==> src/rtl/core/lmrs_pkg.sv <==
// ----------------------------------------------------------------------------
// lmrs_pkg: shared types and constants for the LED matrix row serializer
// Port word bit layout, register indexes, back-end step codes and the
// descriptor that the front end hands to the back end.
// ----------------------------------------------------------------------------
`default_nettype none

package lmrs_pkg;

  // Configuration register indexes
  localparam logic REG_ROW_LENGTH = 1'b0;
  localparam logic REG_ROW_TOTAL  = 1'b1;

  // Register widths
  localparam int ROW_LENGTH_W = 9;
  localparam int ROW_TOTAL_W  = 5;
  localparam int CFG_DATA_W   = 9;

  // Rows per frame never exceed this
  localparam logic [ROW_TOTAL_W-1:0] ROW_LIMIT = 5'd16;
  // Pixels are shifted in groups of four
  localparam int GROUP = 4;

  // Control bits in port word bits 2..0 (CLK, WE, AE)
  localparam logic [2:0] CTL_NONE  = 3'b000;
  localparam logic [2:0] CTL_AE    = 3'b001;
  localparam logic [2:0] CTL_AE_WE = 3'b011;
  localparam logic [2:0] CTL_CLK   = 3'b100;

  // Back-end word sequence for one pixel
  localparam logic [2:0] STEP_DATA       = 3'd0;
  localparam logic [2:0] STEP_CLOCK      = 3'd1;
  localparam logic [2:0] STEP_ROW_BARE   = 3'd2;
  localparam logic [2:0] STEP_ROW_AE     = 3'd3;
  localparam logic [2:0] STEP_ROW_WE     = 3'd4;
  localparam logic [2:0] STEP_ROW_AE_END = 3'd5;
  localparam logic [2:0] STEP_ROW_END    = 3'd6;
  localparam logic [2:0] STEP_FLIP       = 3'd7;

  // Queue between front and back
  localparam int QUEUE_DEPTH = 2;
  localparam int QUEUE_AW    = 1;
  localparam int QUEUE_CW    = 2;

  // One classified pixel
  typedef struct packed {
    logic [3:0] nibble;     // pixel data bits
    logic       sel;        // buffer select while this pixel was shifted
    logic [3:0] row;        // row index for the latch words
    logic       row_end;    // pixel closes a row
    logic       frame_end;  // pixel closes a frame
  } lmrs_desc_t;

endpackage

`default_nettype wire

==> src/rtl/core/led_matrix_row_serializer.sv <==
// ----------------------------------------------------------------------------
// led_matrix_row_serializer: LED panel port word generator
// Channels:
//   channel   handshake          payload
//   pixels    push / full        pixel_byte[7:0]
//   words     pop / empty        port_word[7:0], run_last
//   config    cfg_we             cfg_index, cfg_data[8:0]
// Each pixel gives two words, seven at a row end, eight at a frame end; the
// back-end sequencer sends one word per cycle while pop is asserted. A pixel
// is taken while the two-entry queue has room, even while the sequencer is
// stalled on pop. Reset (rst, synchronous) clears positions, buffer select and
// the queue; registers return to 64 and 16.
// ----------------------------------------------------------------------------
`default_nettype none

module led_matrix_row_serializer #(
  parameter int MAX_ROW_PIXELS = 256
) (
  input  wire                              clk,
  input  wire                              rst,
  input  wire                              cfg_we,
  input  wire                              cfg_index,
  input  wire  [lmrs_pkg::CFG_DATA_W-1:0]  cfg_data,
  input  wire                              push,
  output logic                             full,
  input  wire  [7:0]                       pixel_byte,
  output logic                             empty,
  input  wire                              pop,
  output logic [7:0]                       port_word,
  output logic                             run_last
);
  import lmrs_pkg::*;

  logic [ROW_LENGTH_W-1:0] row_length;
  logic [ROW_TOTAL_W-1:0]  row_total;
  logic                    in_xfer;
  lmrs_desc_t              front_desc;
  lmrs_desc_t              q_data;
  logic                    q_empty;
  logic                    q_pop;

  // configuration registers
  always_ff @(posedge clk) begin
    if (rst) begin
      row_length <= ROW_LENGTH_W'(64);
      row_total  <= ROW_TOTAL_W'(16);
    end else if (cfg_we) begin
      case (cfg_index)
        REG_ROW_LENGTH: row_length <= cfg_data[ROW_LENGTH_W-1:0];
        REG_ROW_TOTAL:  row_total  <= cfg_data[ROW_TOTAL_W-1:0];
        default:        ;
      endcase
    end
  end

  assign in_xfer = push && !full;

  lmrs_front #(
    .MAX_ROW_PIXELS(MAX_ROW_PIXELS)
  ) u_front (
    .clk        (clk),
    .rst        (rst),
    .row_length (row_length),
    .row_total  (row_total),
    .in_xfer    (in_xfer),
    .pixel_byte (pixel_byte),
    .desc       (front_desc)
  );

  lmrs_queue u_queue (
    .clk     (clk),
    .rst     (rst),
    .wr_en   (in_xfer),
    .wr_data (front_desc),
    .full    (full),
    .rd_en   (q_pop),
    .rd_data (q_data),
    .empty   (q_empty)
  );

  lmrs_back u_back (
    .clk       (clk),
    .rst       (rst),
    .q_data    (q_data),
    .q_empty   (q_empty),
    .q_pop     (q_pop),
    .port_word (port_word),
    .run_last  (run_last),
    .empty     (empty),
    .pop       (pop)
  );

endmodule

`default_nettype wire

==> src/rtl/core/lmrs_queue.sv <==
// ----------------------------------------------------------------------------
// lmrs_queue: short descriptor queue
// Two-entry circular buffer between the front end and the back end.
// ----------------------------------------------------------------------------
`default_nettype none

module lmrs_queue (
  input  wire                      clk,
  input  wire                      rst,
  input  wire                      wr_en,
  input  lmrs_pkg::lmrs_desc_t     wr_data,
  output logic                     full,
  input  wire                      rd_en,
  output lmrs_pkg::lmrs_desc_t     rd_data,
  output logic                     empty
);
  import lmrs_pkg::*;

  lmrs_desc_t            mem [QUEUE_DEPTH];
  logic [QUEUE_AW-1:0]   wr_ptr;
  logic [QUEUE_AW-1:0]   rd_ptr;
  logic [QUEUE_CW-1:0]   count;

  assign full    = (count == QUEUE_CW'(QUEUE_DEPTH));
  assign empty   = (count == '0);
  assign rd_data = mem[rd_ptr];

  // storage
  always_ff @(posedge clk) begin
    if (wr_en) begin
      mem[wr_ptr] <= wr_data;
    end
  end

  // pointers and fill count
  always_ff @(posedge clk) begin
    if (rst) begin
      wr_ptr <= '0;
      rd_ptr <= '0;
      count  <= '0;
    end else begin
      if (wr_en) begin
        wr_ptr <= wr_ptr + 1'b1;
      end
      if (rd_en) begin
        rd_ptr <= rd_ptr + 1'b1;
      end
      if (wr_en && !rd_en) begin
        count <= count + 1'b1;
      end else if (!wr_en && rd_en) begin
        count <= count - 1'b1;
      end
    end
  end

`ifndef ASSERT_OFF
  a_count_bound: assert property (@(posedge clk) disable iff (rst)
    count <= QUEUE_CW'(QUEUE_DEPTH))
    else $error("queue fill count above depth");
`endif

endmodule

`default_nettype wire

==> src/rtl/core/lmrs_front.sv <==
// ----------------------------------------------------------------------------
// lmrs_front: pixel classifier
// Tracks column, row and buffer select, and tags each accepted pixel with
// whether it closes a row or a frame.
// ----------------------------------------------------------------------------
`default_nettype none

module lmrs_front #(
  parameter int MAX_ROW_PIXELS = 256
) (
  input  wire                                     clk,
  input  wire                                     rst,
  input  wire  [lmrs_pkg::ROW_LENGTH_W-1:0]       row_length,
  input  wire  [lmrs_pkg::ROW_TOTAL_W-1:0]        row_total,
  input  wire                                     in_xfer,
  input  wire  [7:0]                              pixel_byte,
  output lmrs_pkg::lmrs_desc_t                    desc
);
  import lmrs_pkg::*;

  localparam int CW = $clog2(MAX_ROW_PIXELS + 1);
  localparam int EW = (CW > 11) ? CW : 11;

  logic [CW-1:0]          column_position;
  logic [3:0]             row_position;
  logic                   buffer_select;

  logic [10:0]            len_round;
  logic [EW-1:0]          len_eff;
  logic [ROW_TOTAL_W-1:0] rows_eff;
  logic [CW-1:0]          column_inc;
  logic [ROW_TOTAL_W-1:0] row_inc;
  logic                   row_end;
  logic                   frame_end;

  // effective row length: round up to a group, zero means one group, saturate
  always_comb begin
    len_round = (11'(row_length) + 11'(GROUP - 1)) & ~11'(GROUP - 1);
    if (len_round == '0) begin
      len_eff = EW'(GROUP);
    end else if (EW'(len_round) > EW'(MAX_ROW_PIXELS)) begin
      len_eff = EW'(MAX_ROW_PIXELS);
    end else begin
      len_eff = EW'(len_round);
    end
  end

  // effective rows per frame
  always_comb begin
    if (row_total == '0) begin
      rows_eff = ROW_TOTAL_W'(1);
    end else if (row_total > ROW_LIMIT) begin
      rows_eff = ROW_LIMIT;
    end else begin
      rows_eff = row_total;
    end
  end

  assign column_inc = column_position + 1'b1;
  assign row_inc    = ROW_TOTAL_W'(row_position) + 1'b1;
  assign row_end    = (EW'(column_inc) >= len_eff);
  assign frame_end  = row_end && (row_inc >= rows_eff);

  // descriptor for the pixel on the input
  always_comb begin
    desc.nibble    = pixel_byte[3:0];
    desc.sel       = buffer_select;
    desc.row       = row_position;
    desc.row_end   = row_end;
    desc.frame_end = frame_end;
  end

  // position state
  always_ff @(posedge clk) begin
    if (rst) begin
      column_position <= '0;
      row_position    <= '0;
      buffer_select   <= 1'b0;
    end else if (in_xfer) begin
      if (row_end) begin
        column_position <= '0;
        if (frame_end) begin
          row_position  <= '0;
          buffer_select <= ~buffer_select;
        end else begin
          row_position  <= row_inc[3:0];
        end
      end else begin
        column_position <= column_inc;
      end
    end
  end

`ifndef ASSERT_OFF
  a_column_bound: assert property (@(posedge clk) disable iff (rst)
    EW'(column_position) < EW'(MAX_ROW_PIXELS))
    else $error("column position reached row pixel limit");
`endif

endmodule

`default_nettype wire

==> src/rtl/core/lmrs_back.sv <==
// ----------------------------------------------------------------------------
// lmrs_back: port word sequencer
// Takes one descriptor at a time and walks through its port words:
// data, clock, then the row latch words and the buffer flip word if tagged.
// ----------------------------------------------------------------------------
`default_nettype none

module lmrs_back (
  input  wire                     clk,
  input  wire                     rst,
  input  lmrs_pkg::lmrs_desc_t    q_data,
  input  wire                     q_empty,
  output logic                    q_pop,
  output logic [7:0]              port_word,
  output logic                    run_last,
  output logic                    empty,
  input  wire                     pop
);
  import lmrs_pkg::*;

  logic        busy;
  logic [2:0]  step;
  lmrs_desc_t  cur;
  logic [2:0]  last_step;
  logic        is_last;
  logic        take;
  logic        load;

  always_comb begin
    if (cur.frame_end) begin
      last_step = STEP_FLIP;
    end else if (cur.row_end) begin
      last_step = STEP_ROW_END;
    end else begin
      last_step = STEP_CLOCK;
    end
  end

  assign is_last  = (step == last_step);
  assign empty    = ~busy;
  assign take     = busy && pop;
  assign load     = !q_empty && (!busy || (take && is_last));
  assign q_pop    = load;
  assign run_last = is_last;

  // word for the current step
  always_comb begin
    case (step)
      STEP_DATA:       port_word = {cur.sel, cur.nibble, CTL_NONE};
      STEP_CLOCK:      port_word = {cur.sel, cur.nibble, CTL_CLK};
      STEP_ROW_BARE:   port_word = {cur.sel, cur.row, CTL_NONE};
      STEP_ROW_AE:     port_word = {cur.sel, cur.row, CTL_AE};
      STEP_ROW_WE:     port_word = {cur.sel, cur.row, CTL_AE_WE};
      STEP_ROW_AE_END: port_word = {cur.sel, cur.row, CTL_AE};
      STEP_ROW_END:    port_word = {cur.sel, cur.row, CTL_NONE};
      STEP_FLIP:       port_word = {~cur.sel, 4'd0, CTL_NONE};
      default:         port_word = '0;
    endcase
  end

  // sequencer control
  always_ff @(posedge clk) begin
    if (rst) begin
      busy <= 1'b0;
      step <= STEP_DATA;
    end else if (load) begin
      busy <= 1'b1;
      step <= STEP_DATA;
    end else if (take && is_last) begin
      busy <= 1'b0;
    end else if (take) begin
      step <= step + 1'b1;
    end
  end

  // current descriptor
  always_ff @(posedge clk) begin
    if (load) begin
      cur <= q_data;
    end
  end

`ifndef ASSERT_OFF
  a_step_bound: assert property (@(posedge clk) disable iff (rst)
    busy |-> (step <= last_step))
    else $error("sequencer stepped past the last word");

  a_mid_stays: assert property (@(posedge clk) disable iff (rst)
    (take && !is_last) |=> busy)
    else $error("sequencer dropped a pixel mid-sequence");

  a_load_from_data: assert property (@(posedge clk) disable iff (rst)
    load |=> (busy && step == STEP_DATA))
    else $error("new pixel did not start at the data word");
`endif

endmodule

`default_nettype wire
==> config.mk <==
export PLATFORM = sky130hd
export DESIGN_NAME = led_matrix_row_serializer
export DESIGN_NICKNAME = d
export VERILOG_FILES = /design/src/rtl/core/lmrs_pkg.sv /design/src/rtl/core/led_matrix_row_serializer.sv /design/src/rtl/core/lmrs_queue.sv /design/src/rtl/core/lmrs_front.sv /design/src/rtl/core/lmrs_back.sv
export SDC_FILE = /design/constraint.sdc
export NUM_CORES = 1
export LEC_CHECK = 0
export BUFFER_PORTS_ARGS = -buffer_cell sky130_fd_sc_hd__buf_2
export CAP_MARGIN = 20
export CORE_MARGIN = 5
export CORE_UTILIZATION = 50
export DETAILED_ROUTE_END_ITERATION = 8
export GPL_TIMING_DRIVEN = 0
export PLACE_DENSITY = 0.78
export RECOVER_POWER = 100
export SYNTH_ARGS = -nofsm -noshare
export SYNTH_HDL_FRONTEND = slang
export SYNTH_HIERARCHICAL = 1
export SYNTH_SLANG_ARGS = --single-unit
==> constraint.sdc <==
create_clock -name clk -period 6.6 [get_ports clk]
set_input_delay 1.65 -clock clk [delete_from_list [all_inputs] [get_ports clk]]
set_output_delay 1.65 -clock clk [all_outputs]
set_load 0.02 [all_outputs]
==> results of run 1 <==
-- power groups by stage --
| stage | clock network, W | logic [W] | registers, W |
|---|---|---|---|
| 6_report | 0.000391 | 0.000299 | 0.000597 |
| 5_1_grt | 0.000422 | 0.000335 | 0.000606 |
| 4_1_cts | 0.000403 | 0.000319 | 0.000596 |
| 3_5_place_dp | 0 | 0.000315 | 0.000606 |
| 3_3_place_gp | 0 | 0.000300 | 0.000601 |
| 2_1_floorplan | 0 | 0.000240 | 0.000592 |
-- cells by family (layout without fill, tap and decap cells) --
logic type               count (synthesis)  count (layout)
AND/OR/NAND/NOR                        122             122
buffers and inverters                   28              70
flip-flops                              70              70
AO/OA/AOI/OAI                           68              68
adder cells (fa/ha/maj)                 20              20
XOR/XNOR                                18              18
multiplexers                            20              20
-- registers in the layout, indices dropped and copies added (netlist names), named ones only --
signal                   flops
u_queue/wr_ptr               1
row_total                    5
u_queue/mem                 22
u_front/buffer_select        1
u_back/step                  3
u_back/cur                  11
u_back/busy                  1
u_front/row_position         4
u_queue/rd_ptr               1
u_front/column_position      9
row_length                   9
u_queue/count                2
-- final cells by class --
class / count / area [um^2]
multi-input combinational: 248 / 1749
fill: 610 / 3090
buffer: 17 / 95.09
inverter: 11 / 41.29
tap: 99 / 123.9
clock buffer: 9 / 123.9
timing repair buffer: 26 / 115.1
clock inverter: 7 / 105.1
sequential: 70 / 1732
-- critical path: stages (launching register included) --
cell	delay (ns)
dfxtp_1	0.41
inv_1	0.20
ha_1	0.26
o22ai_1	0.10
a2bb2oi_1	0.36
a22o_1	0.19
clkbuf_1	0.23
-- per-stage QoR --
stage                     std cells  hold WS [ns]  total power (W)  utilization [%]  instance area, um^2
after floorplan                 346        0.4528        0.0008327                -                 3655
after global placement          470        0.4821        0.0009009            54.40                 3904
after detailed placement        471        0.4886        0.0009214            54.51                 3911
after CTS                       487        0.5022         0.001319            57.70                 4140
after global routing            487        0.5218         0.001363            56.93                 4085
final                           487        0.4983         0.001287            56.93                 4085
-- worst max-delay path by stage --
stage	cells after the start	slack, ns	to
floorplan	6	3.20	u_queue/count[1]
global route	7	2.71	port_word[6]
finish	6	2.87	port_word[6]
CTS	7	2.93	port_word[4]
detailed placement	3	3.07	u_queue/mem[0][8]
global placement	7	2.77	u_queue/count[1]
-- per-layer routing --
| metal | GRT usage [%] | up-vias |
|---|---|---|
| met4 | 7.346 | 0 |
| met1 | 18.77 | 1233 |
| met2 | 28.40 | 56 |
| met5 | 0 | - |
| li1 | - | 1338 |
| met3 | 3.631 | 12 |
-- synth_stat cells, drive strengths merged (4+ instances only) --
master    n
ha       20
mux2i     9
edfxtp   33
a21oi    22
dfxtp    37
nand2b   25
xor2      6
nor3      4
xnor2    12
o21ai    12
a22o      4
mux2     11
nand3    14
nand2    25
and3      5
nor2     21
nand4bb   4
clkbuf    5
a31oi     5
inv      11
buf      12
nor2b     4
==> impl_metrics.tcl, run 1 <==
set metrics [dict create \
    clock_insertion_delay_worst_skew_ns 0.34 \
    first_global_vias 2636 \
    netlist.top_cell.by_area "edfxtp_1" \
    detail_route.wirelength_mm 6.859 \
    fin_crit_ns 3.728 \
    synthesis.instances 346 \
    hold_depth 2 \
    worstPathRequired_ns 4.95 \
    cellInternalPower_w 0.0008951 \
    maxSlewViolCount 0 \
    clk_pin_slew_worst_paths_ns 0.08 \
    synthDominantCellAreaShare_pct 27.11 \
    routed-wl-met3_um 253 \
    yosys.area_share.adder_pct 6.847 \
    hold_path_startpoint "row_total[1]" \
    postLayoutSetupSlackWorst_ns 2.872 \
    timing.max_slew.rel_slack_pct 32.71 \
    cts-htree-levels 3 \
    post_synth_num_cell_types 56 \
    synth_top_family_by_area "simple AND/OR/NAND/NOR gates" \
    synth_top_flop_cell "dfxtp_1" \
    pwr_density_cell_mw_per_mm2 315.0 \
    dp_worst_setup_slack_ns 3.072 \
    grt_pass1_wl_mm 11.61 \
    fin_skew_ns 0.007231 \
    ctsResizeCount 0 \
    fp.dieArea_mm2 0.009119 \
    mostFrequentLayoutCells "37 x dfxtp_1, 33 x edfxtp_1, 25 x nand2b_1" \
    post_synth_xor_xnor_area_pct 4.314 \
    drt-vias-per-instance 5.419 \
    root_buffer "clkbuf_8" \
    netlist_top_cells_area "edfxtp_1 27%, dfxtp_1 20%, ha_1 6.8%, nand2b_1 4.3%, mux2_2 3.4%" \
    cts-hold-fix-buffers 0 \
    compound_gate_portion_of_the_synthesized_area_pct 13.08 \
    timing.max_cap.violations 0 \
    rsz0062_at_grt "no" \
    yosys_warnings 6 \
    netSwitchingFraction_pct 30.44 \
    synth-edff-count 33 \
    synthesis.area_per_instance_um2 10.56 \
    worst-setup-path-type "reg -> out" \
    drtAntennaViolNets 0 \
    final_net_count 426 \
    diodes 0 \
    die_y_um 95.50 \
    postSynthRegisterBits 70 \
    hold_path.class "reg -> reg" \
    cts_tree "yes" \
    rrSetupSlack_ns 3.10 \
    portBuffers 25 \
    critPathMaxFanout 10 \
    finalHoldViolations 0 \
    postSynth.asyncResetShare_pct 0 \
    average_routed_wire_per_standard_cell_um 14.08 \
    mappedNetlistArea_mm2 0.003655 \
    initialDrtViolationCount 102 \
    power.net_switching_w 0.0003917 \
    worstSetupEndpointType "output port" \
    timing_worst_slew_pin_value_ns 1.007 \
    core_mm2 0.007176 \
    detailedPlacementHpwl_mm 5.034 \
    post-cts-setup-buffers 0 \
    worstSetupStartpoint "u_back/step[1]" \
    max-clock-path-buffers 2 \
    cp.arrival_ns 2.08 \
    static-leakage-power_nw 1.571 \
    worstReg2RegEnd "u_front/row_position[2]" \
    synth_simple_gate_area_share_pct 18.73 \
    via_count 2639 \
    area_growth_pct 11.78 \
    starting_density_of_the_core_pct 50.93 \
    top_layer "met4" \
    detailroute.wirelength.met2_mm 3.527 \
    floorplan.rows 31 \
    grt_start_max_net_pins 15 \
    final_common_cell "dfxtp_1" \
    fmax_mhz 268.3 \
    seq_area_frac_synth_pct 47.38 \
    tritoncts.num_buffers 9 \
    antenna_found_initial 0 \
    final_layout_size_suffix_gt1_share_pct 14.43 \
    rr_worst_depth 10 \
    clock_sinks 70 \
    die_w_um 95.50 \
    wl_met1_mm 2.954 \
    part_of_the_total_power_dissipated_in_sequential_elements_pct 46.4 \
    gp_congestion 0.8678 \
    setup-violations-final 0 \
    p_comb_share_pct 23.2 \
    source_of_the_worst_register_to_register_timing_path "u_front/column_position[0]" \
    share_clk_of_total_power_pct 30.4 \
    peakVddDrop_mv 0.1159 \
    remaining_design_rule_violation_count 0 \
    hold_path_end "row_total[1]" \
    multiplexer_area_fraction_after_synthesis_pct 5.854 \
    fin_setup_tns_ns 0 \
    boundaryPins 34 \
    grt_overflow 0 \
    gr-usage-all-layers_pct 16.19 \
    synth.net_count 389 \
    final_min_period_over_clock_period_pct 56.48 \
    critPathLaunchType "register" \
    outcome "completed" \
    detail_route.first_pass.iterations 4 \
]
Power figures use the tool's default switching activity.
==> run 2: changes to the inputs <==
--- a/config.mk
+++ b/config.mk
@@ -5,13 +5,14 @@
 export SDC_FILE = /design/constraint.sdc
 export NUM_CORES = 1
 export LEC_CHECK = 0
+export ABC_AREA = 1
 export BUFFER_PORTS_ARGS = -buffer_cell sky130_fd_sc_hd__buf_2
 export CAP_MARGIN = 20
 export CORE_MARGIN = 5
 export CORE_UTILIZATION = 50
 export DETAILED_ROUTE_END_ITERATION = 8
 export GPL_TIMING_DRIVEN = 0
-export PLACE_DENSITY = 0.78
+export PLACE_DENSITY = 0.81
 export RECOVER_POWER = 100
 export SYNTH_ARGS = -nofsm -noshare
 export SYNTH_HDL_FRONTEND = slang
==> constraint.sdc (replaced) <==
create_clock -name clk -period 3.3 [get_ports clk]
set_input_delay 0.825 -clock clk [delete_from_list [all_inputs] [get_ports clk]]
set_output_delay 0.825 -clock clk [all_outputs]
set_load 0.02 [all_outputs]
==> impl_metrics.tcl, run 2 <==
set metrics [dict create \
    portBuffers 25 \
    clock_insertion_delay_worst_skew_ns 0.34 \
    final_layout_size_suffix_gt1_share_pct 13.83 \
    fin_crit_ns 2.718 \
    grt.busiest_layer "met2" \
    postSynthRegisterBits 70 \
    grt_met2_usage_pct 26.65 \
    yosys.cell_count.top_type "nand2_1" \
    cts_tree "yes" \
    synth_top_flop_cell "dfxtp_1" \
    root_buffer "clkbuf_8" \
    hold_path.class "reg -> reg" \
    drt-vias-per-instance 4.836 \
    rsz0062_at_grt "no" \
    timing_worst_slew_pin_value_ns 0.8983 \
    synth.net_count 501 \
    tritoncts.num_buffers 9 \
    seq_area_frac_synth_pct 46.12 \
    post_synth_num_cell_types 32 \
    pwr_density_cell_mw_per_mm2 618.0 \
    power_w 0.002598 \
    series_of_cell_instances_along_the_critical_path "inv_1 -> ha_1 -> inv_1 -> nand2_1 -> o21ai_0 -> nand3b_1 -> nand3_1 -> nand2_1 -> clkbuf_1" \
    outcome "completed" \
    mappedNetlistArea_mm2 0.003755 \
    critPathMaxFanout 6 \
    synth-edff-count 33 \
    diodes 0 \
    crit_family "simple AND/OR/NAND/NOR gates" \
    share_clk_of_total_power_pct 31.9 \
    starting_density_of_the_core_pct 51.49 \
    maxSlewViolCount 0 \
    boundaryPins 34 \
    synthesis.area_per_instance_um2 8.198 \
    average_routed_wire_per_standard_cell_um 10.90 \
    synthesis.instances 458 \
    detailedPlacementHpwl_mm 4.922 \
    largest-register "u_queue/mem" \
    fmax_mhz 368.0 \
    remaining_design_rule_violation_count 0 \
    netlist.top_cell.by_area "edfxtp_1" \
    cts-hold-fix-buffers 0 \
    largest_register_ffs 22 \
    core_mm2 0.007292 \
    biggest_regs "u_queue/mem (22), u_back/cur (11)" \
    max-clock-path-buffers 2 \
    timing.max_cap.violations 0 \
    die_y_um 96.66 \
    floorplan.rows 31 \
    postSynth.asyncResetShare_pct 0 \
    grt_pass1_wl_mm 11.54 \
    globalRouteMet1Util_pct 15.51 \
    final_common_cell "nand2_1" \
    power.net_switching_w 0.0007931 \
    die_w_um 96.66 \
    groute.layer.met3.usage_pct 4.029 \
    synth_common_cells "108 x nand2_1, 68 x inv_1, 54 x nor2_1" \
    fin_setup_tns_ns 0 \
    ctsResizeCount 0 \
    antenna_found_initial 0 \
    drtAntennaViolNets 0 \
    fp.dieArea_mm2 0.009343 \
    critical-path-slowest-cell "dfxtp_1" \
    part_of_the_total_power_dissipated_in_sequential_elements_pct 44.5 \
    netlist_top_cells_area "edfxtp_1 26%, dfxtp_1 20%, nand2_1 11%, inv_1 6.8%, ha_1 6.7%" \
    critPathLaunchType "register" \
    fin_skew_ns 0.008181 \
    first_global_vias 2863 \
    initialDrtViolationCount 72 \
    cts-htree-levels 3 \
    gr-usage-all-layers_pct 14.60 \
    worstSetupEndpointType "output port" \
    critPathMaxStageDelay_ns 0.44 \
    clock_sinks 70 \
    detail_route.first_pass.iterations 4 \
    mostFrequentLayoutCells "112 x nand2_1, 68 x inv_1, 55 x nor2_1" \
    worstPathBufferInverterCount 3 \
    grt_overflow 0 \
    final_net_count 537 \
    peakVddDrop_mv 0.2455 \
    post-cts-setup-buffers 0 \
    static-leakage-power_nw 1.946 \
    detail_route.wirelength_mm 6.521 \
    clk_pin_slew_worst_paths_ns 0.08 \
    area_growth_pct 11.96 \
    worstPathRequired_ns 2.47 \
    synthDominantCellAreaShare_pct 26.39 \
    grt_start_max_net_pins 14 \
    cellInternalPower_w 0.001805 \
    p_comb_share_pct 23.6 \
    timing.max_slew.rel_slack_pct 39.89 \
    yosys_warnings 6 \
    setup-violations-final 0 \
    worst-setup-path-type "reg -> out" \
    final_min_period_over_clock_period_pct 82.36 \
    finalHoldViolations 0 \
    gp_congestion 0.8288 \
    netSwitchingFraction_pct 30.53 \
    via_count 2892 \
    cp.arrival_ns 1.89 \
]
## run 2: cell families (layout without fill, tap and decap cells)
logic type | count (synthesis) | in the layout | share of synthesized area [%]
adder cells (fa/ha/maj) | 20 | 20 | 6.664
flip-flops | 70 | 70 | 46.12
XOR/XNOR | 10 | 10 | 2.333
AO/OA/AOI/OAI | 35 | 35 | 4.865
buffers and inverters | 85 | 126 | 9.563
AND/OR/NAND/NOR | 227 | 227 | 27.16
multiplexers | 11 | 11 | 3.299
## run 2: power groups by stage
| stage | sequential (W) | combinational [W] | clock, W |
|---|---|---|---|
| floorplan | 0.00116 | 0.000511 | 0 |
| global placement | 0.00117 | 0.000627 | 0 |
| detailed placement | 0.00118 | 0.000652 | 0 |
| CTS | 0.00116 | 0.000655 | 0.000848 |
| global route | 0.00117 | 0.000699 | 0.000889 |
| finish | 0.00116 | 0.000613 | 0.000828 |
## run 2: metal layers
layer | wire [um] | vias to the layer above
li1 | - | 1528
met1 | 2845 | 1302
met2 | 3271 | 45
met3 | 251 | 17
met4 | 152 | 0
met5 | 0 | -
## run 2: worst paths after layout
check	from	end	slack, ns	cells after the start
worst max-delay path	u_back/step[1]	port_word[3]	0.58	9
worst min-delay path	u_front/column_position[8]	u_front/column_position[8]	0.49	2
worst max register to register	row_length[1]	u_front/column_position[5]	0.63	21
worst min register to register	u_front/column_position[8]	u_front/column_position[8]	0.49	2
## run 2: tightest hold or removal path: stages (launching register included)
cell	delay (ns)
dfxtp_1	0.32
nand2_1	0.06
a21oi_1	0.06
## run 2: layout make-up
type / instances / area, um^2
Buffer: 12 / 76.32
Tap cell: 99 / 123.9
Sequential cell: 70 / 1732
Timing Repair Buffer: 25 / 110.1
Multi-Input combinational cell: 303 / 1642
Clock buffer: 9 / 123.9
Fill cell: 668 / 3088
Inverter: 73 / 274.0
Clock inverter: 7 / 122.6
## run 2: through the flow
stage | instance area [um^2] | worst slack (ns) | util, % | cells | hold slack (ns)
finish | 4204 | 0.5823 | 57.65 | 598 | 0.4930
detailed placement | 4004 | 0.7435 | 54.91 | 582 | 0.4724
CTS | 4250 | 0.6121 | 58.29 | 598 | 0.4903
floorplan | 3755 | 1.009 | - | 458 | 0.4478
global route | 4204 | 0.2605 | 57.65 | 598 | 0.4983
global placement | 4004 | 0.8167 | 54.91 | 582 | 0.4664
==> run 3: changes to the inputs <==
--- a/config.mk
+++ b/config.mk
@@ -12,7 +12,7 @@
 export CORE_UTILIZATION = 50
 export DETAILED_ROUTE_END_ITERATION = 8
 export GPL_TIMING_DRIVEN = 0
-export PLACE_DENSITY = 0.81
+export PLACE_DENSITY = 0.78
 export RECOVER_POWER = 100
 export SYNTH_ARGS = -nofsm -noshare
 export SYNTH_HDL_FRONTEND = slang
==> constraint.sdc (replaced) <==
create_clock -name clk -period 2.8 [get_ports clk]
set_input_delay 0.7 -clock clk [delete_from_list [all_inputs] [get_ports clk]]
set_output_delay 0.7 -clock clk [all_outputs]
set_load 0.02 [all_outputs]
==> impl_metrics.tcl, run 3 (synthesized netlist as in run 2, its figures left out) <==
set metrics [dict create \
    fin_crit_ns 2.584 \
    starting_density_of_the_core_pct 51.49 \
    via_count 2894 \
    layout.filler_cells 683 \
    core_mm2 0.007292 \
    boundaryPins 34 \
    p_comb_share_pct 25.4 \
    biggest_regs "u_queue/mem (22), u_back/cur (11)" \
    final_min_period_over_clock_period_pct 92.28 \
    worst-setup-path-type "reg -> reg" \
    final_net_count 540 \
    postPlaceCellArea_mm2 0.004004 \
    part_of_the_total_power_dissipated_in_sequential_elements_pct 46.4 \
    critPathMaxFanout 6 \
    detail_route.first_pass.iterations 4 \
    remaining_design_rule_violation_count 0 \
    die_y_um 96.66 \
    worstSetupEndpointType "register" \
    cts_tree "yes" \
    final_layout_size_suffix_gt1_share_pct 15.94 \
    cts-htree-levels 3 \
    max-clock-path-buffers 2 \
    dp.cells 582 \
    first_global_vias 2740 \
    multi_input_area_mm2 0.001673 \
    fp.dieArea_mm2 0.009343 \
    detail_route.wirelength_mm 6.604 \
    finalHoldViolations 0 \
    floorplan.rows 31 \
    cellInternalPower_w 0.001963 \
    clock_sinks 70 \
    largest-register "u_queue/mem" \
    final_common_cell "nand2_1" \
    mostFrequentLayoutCells "109 x nand2_1, 69 x inv_1, 54 x nor2_1" \
    timing.max_cap.violations 0 \
    fin_skew_ns 0.01138 \
    peakVddDrop_mv 0.3686 \
    netSwitchingFraction_pct 33.21 \
    clock_insertion_delay_worst_skew_ns 0.36 \
    maxSlewViolCount 0 \
    diodes 0 \
    drt-vias-per-instance 4.815 \
    cts-hold-fix-buffers 0 \
    timing.max_slew.rel_slack_pct 38.54 \
    setup-violations-final 0 \
    power.net_switching_w 0.0009757 \
    tritoncts.num_buffers 9 \
    portBuffers 25 \
    timing_worst_slew_pin_value_ns 0.9185 \
    static-leakage-power_nw 1.965 \
    critPathLaunchType "register" \
    grt_start_max_net_pins 15 \
    fmax_mhz 387.0 \
    hold_path.class "reg -> reg" \
    power_w 0.002938 \
    final_area_mm2 0.004203 \
    detailedPlacementHpwl_mm 4.856 \
    outcome "completed" \
    grt_overflow 0 \
    area.sequential_mm2 0.001737 \
    root_buffer "clkbuf_8" \
    clk_pin_slew_worst_paths_ns 0.08 \
    worstPathRequired_ns 3.09 \
    die_w_um 96.66 \
    gr-usage-all-layers_pct 14.79 \
    cp.arrival_ns 2.87 \
    initialDrtViolationCount 99 \
    share_clk_of_total_power_pct 28.2 \
    finalNonFillerCells 601 \
    gp_congestion 0.8709 \
    average_routed_wire_per_standard_cell_um 10.99 \
    pwr_density_cell_mw_per_mm2 699.1 \
    largest_register_ffs 22 \
    area_growth_pct 11.93 \
    grt_pass1_wl_mm 11.50 \
    drtAntennaViolNets 0 \
    antenna_found_initial 0 \
]
-- run 3: changes by cell type in the layout (fill, tap and decap cells not counted), sizes merged --
cell    previous run  this run
nor2              58        59
inv               72        75
buf               16        21
clkbuf            30        26
nand3             36        37
bufinv             3         1
clkinv             3         2
-- run 3: power groups by stage --
stage	logic, W	clock network [W]	registers, W
finish	0.000745	0.000829	0.00136
global route	0.000852	0.000887	0.00139
CTS	0.000775	0.000848	0.00137
detailed placement	0.000770	0	0.00139
global placement	0.000742	0	0.00138
floorplan	0.000602	0	0.00136
-- run 3: area by class of cell --
cell class / count / share of cell area, %
repair buffers: 26 / 2.918
multi-input cells: 305 / 39.80
flip-flops and latches: 70 / 41.32
well taps: 99 / 2.947
inverters: 73 / 6.520
clock buffers: 9 / 2.947
plain buffers: 12 / 1.637
clock inverters: 7 / 1.905
-- run 3: per-stage QoR --
step / TNS [ns] / setup WS [ns] / hold slack (ns) / utilization (%)
2_1_floorplan: 0 / 0.6027 / 0.4478 / -
3_3_place_gp: 0 / 0.3080 / 0.4652 / 54.91
3_5_place_dp: 0 / 0.2531 / 0.4854 / 54.91
4_1_cts: 0 / 0.2374 / 0.4995 / 57.70
5_1_grt: -0.1025 / -0.03275 / 0.5223 / 57.64
6_report: 0 / 0.2161 / 0.4950 / 57.64
-- run 3: routing by layer --
metal  track usage, %  routed length, um  up-vias
met4            8.423                126        0
li1                 -                  -     1537
met1            15.57               2792     1301
met3            3.453                256       14
met2            26.80               3429       42
met5                0                  0        -
-- run 3: final timing paths --
kind	from	to	slack [ns]	cells past startpoint
max	row_length[5]	u_front/row_position[1]	0.22	17
min	u_front/column_position[1]	u_front/column_position[1]	0.50	2
max reg2reg	row_length[5]	u_front/row_position[1]	0.22	17
min reg2reg	u_front/column_position[1]	u_front/column_position[1]	0.50	2
-- run 3: worst max-delay path, cell delays in order, from the launching register on --
cell and delay (ns):
dfxtp_1 0.40, nand2_1 0.10, nor2_2 0.15, nand2_2 0.08, nand2_2 0.08, nand2_1 0.06
nor2_1 0.10, nand2_1 0.07, nand2_2 0.11, nand3_1 0.09, ha_1 0.30, nand2_1 0.07
nor2_1 0.09, nand4_1 0.25, nand3_4 0.20, buf_4 0.14, nand4_1 0.08, a21oi_1 0.14
-- run 3: timing repair --
action,CTS,global route
setup buffers,0,1
gates resized for setup,0,8
setup endpoints to repair,0,12
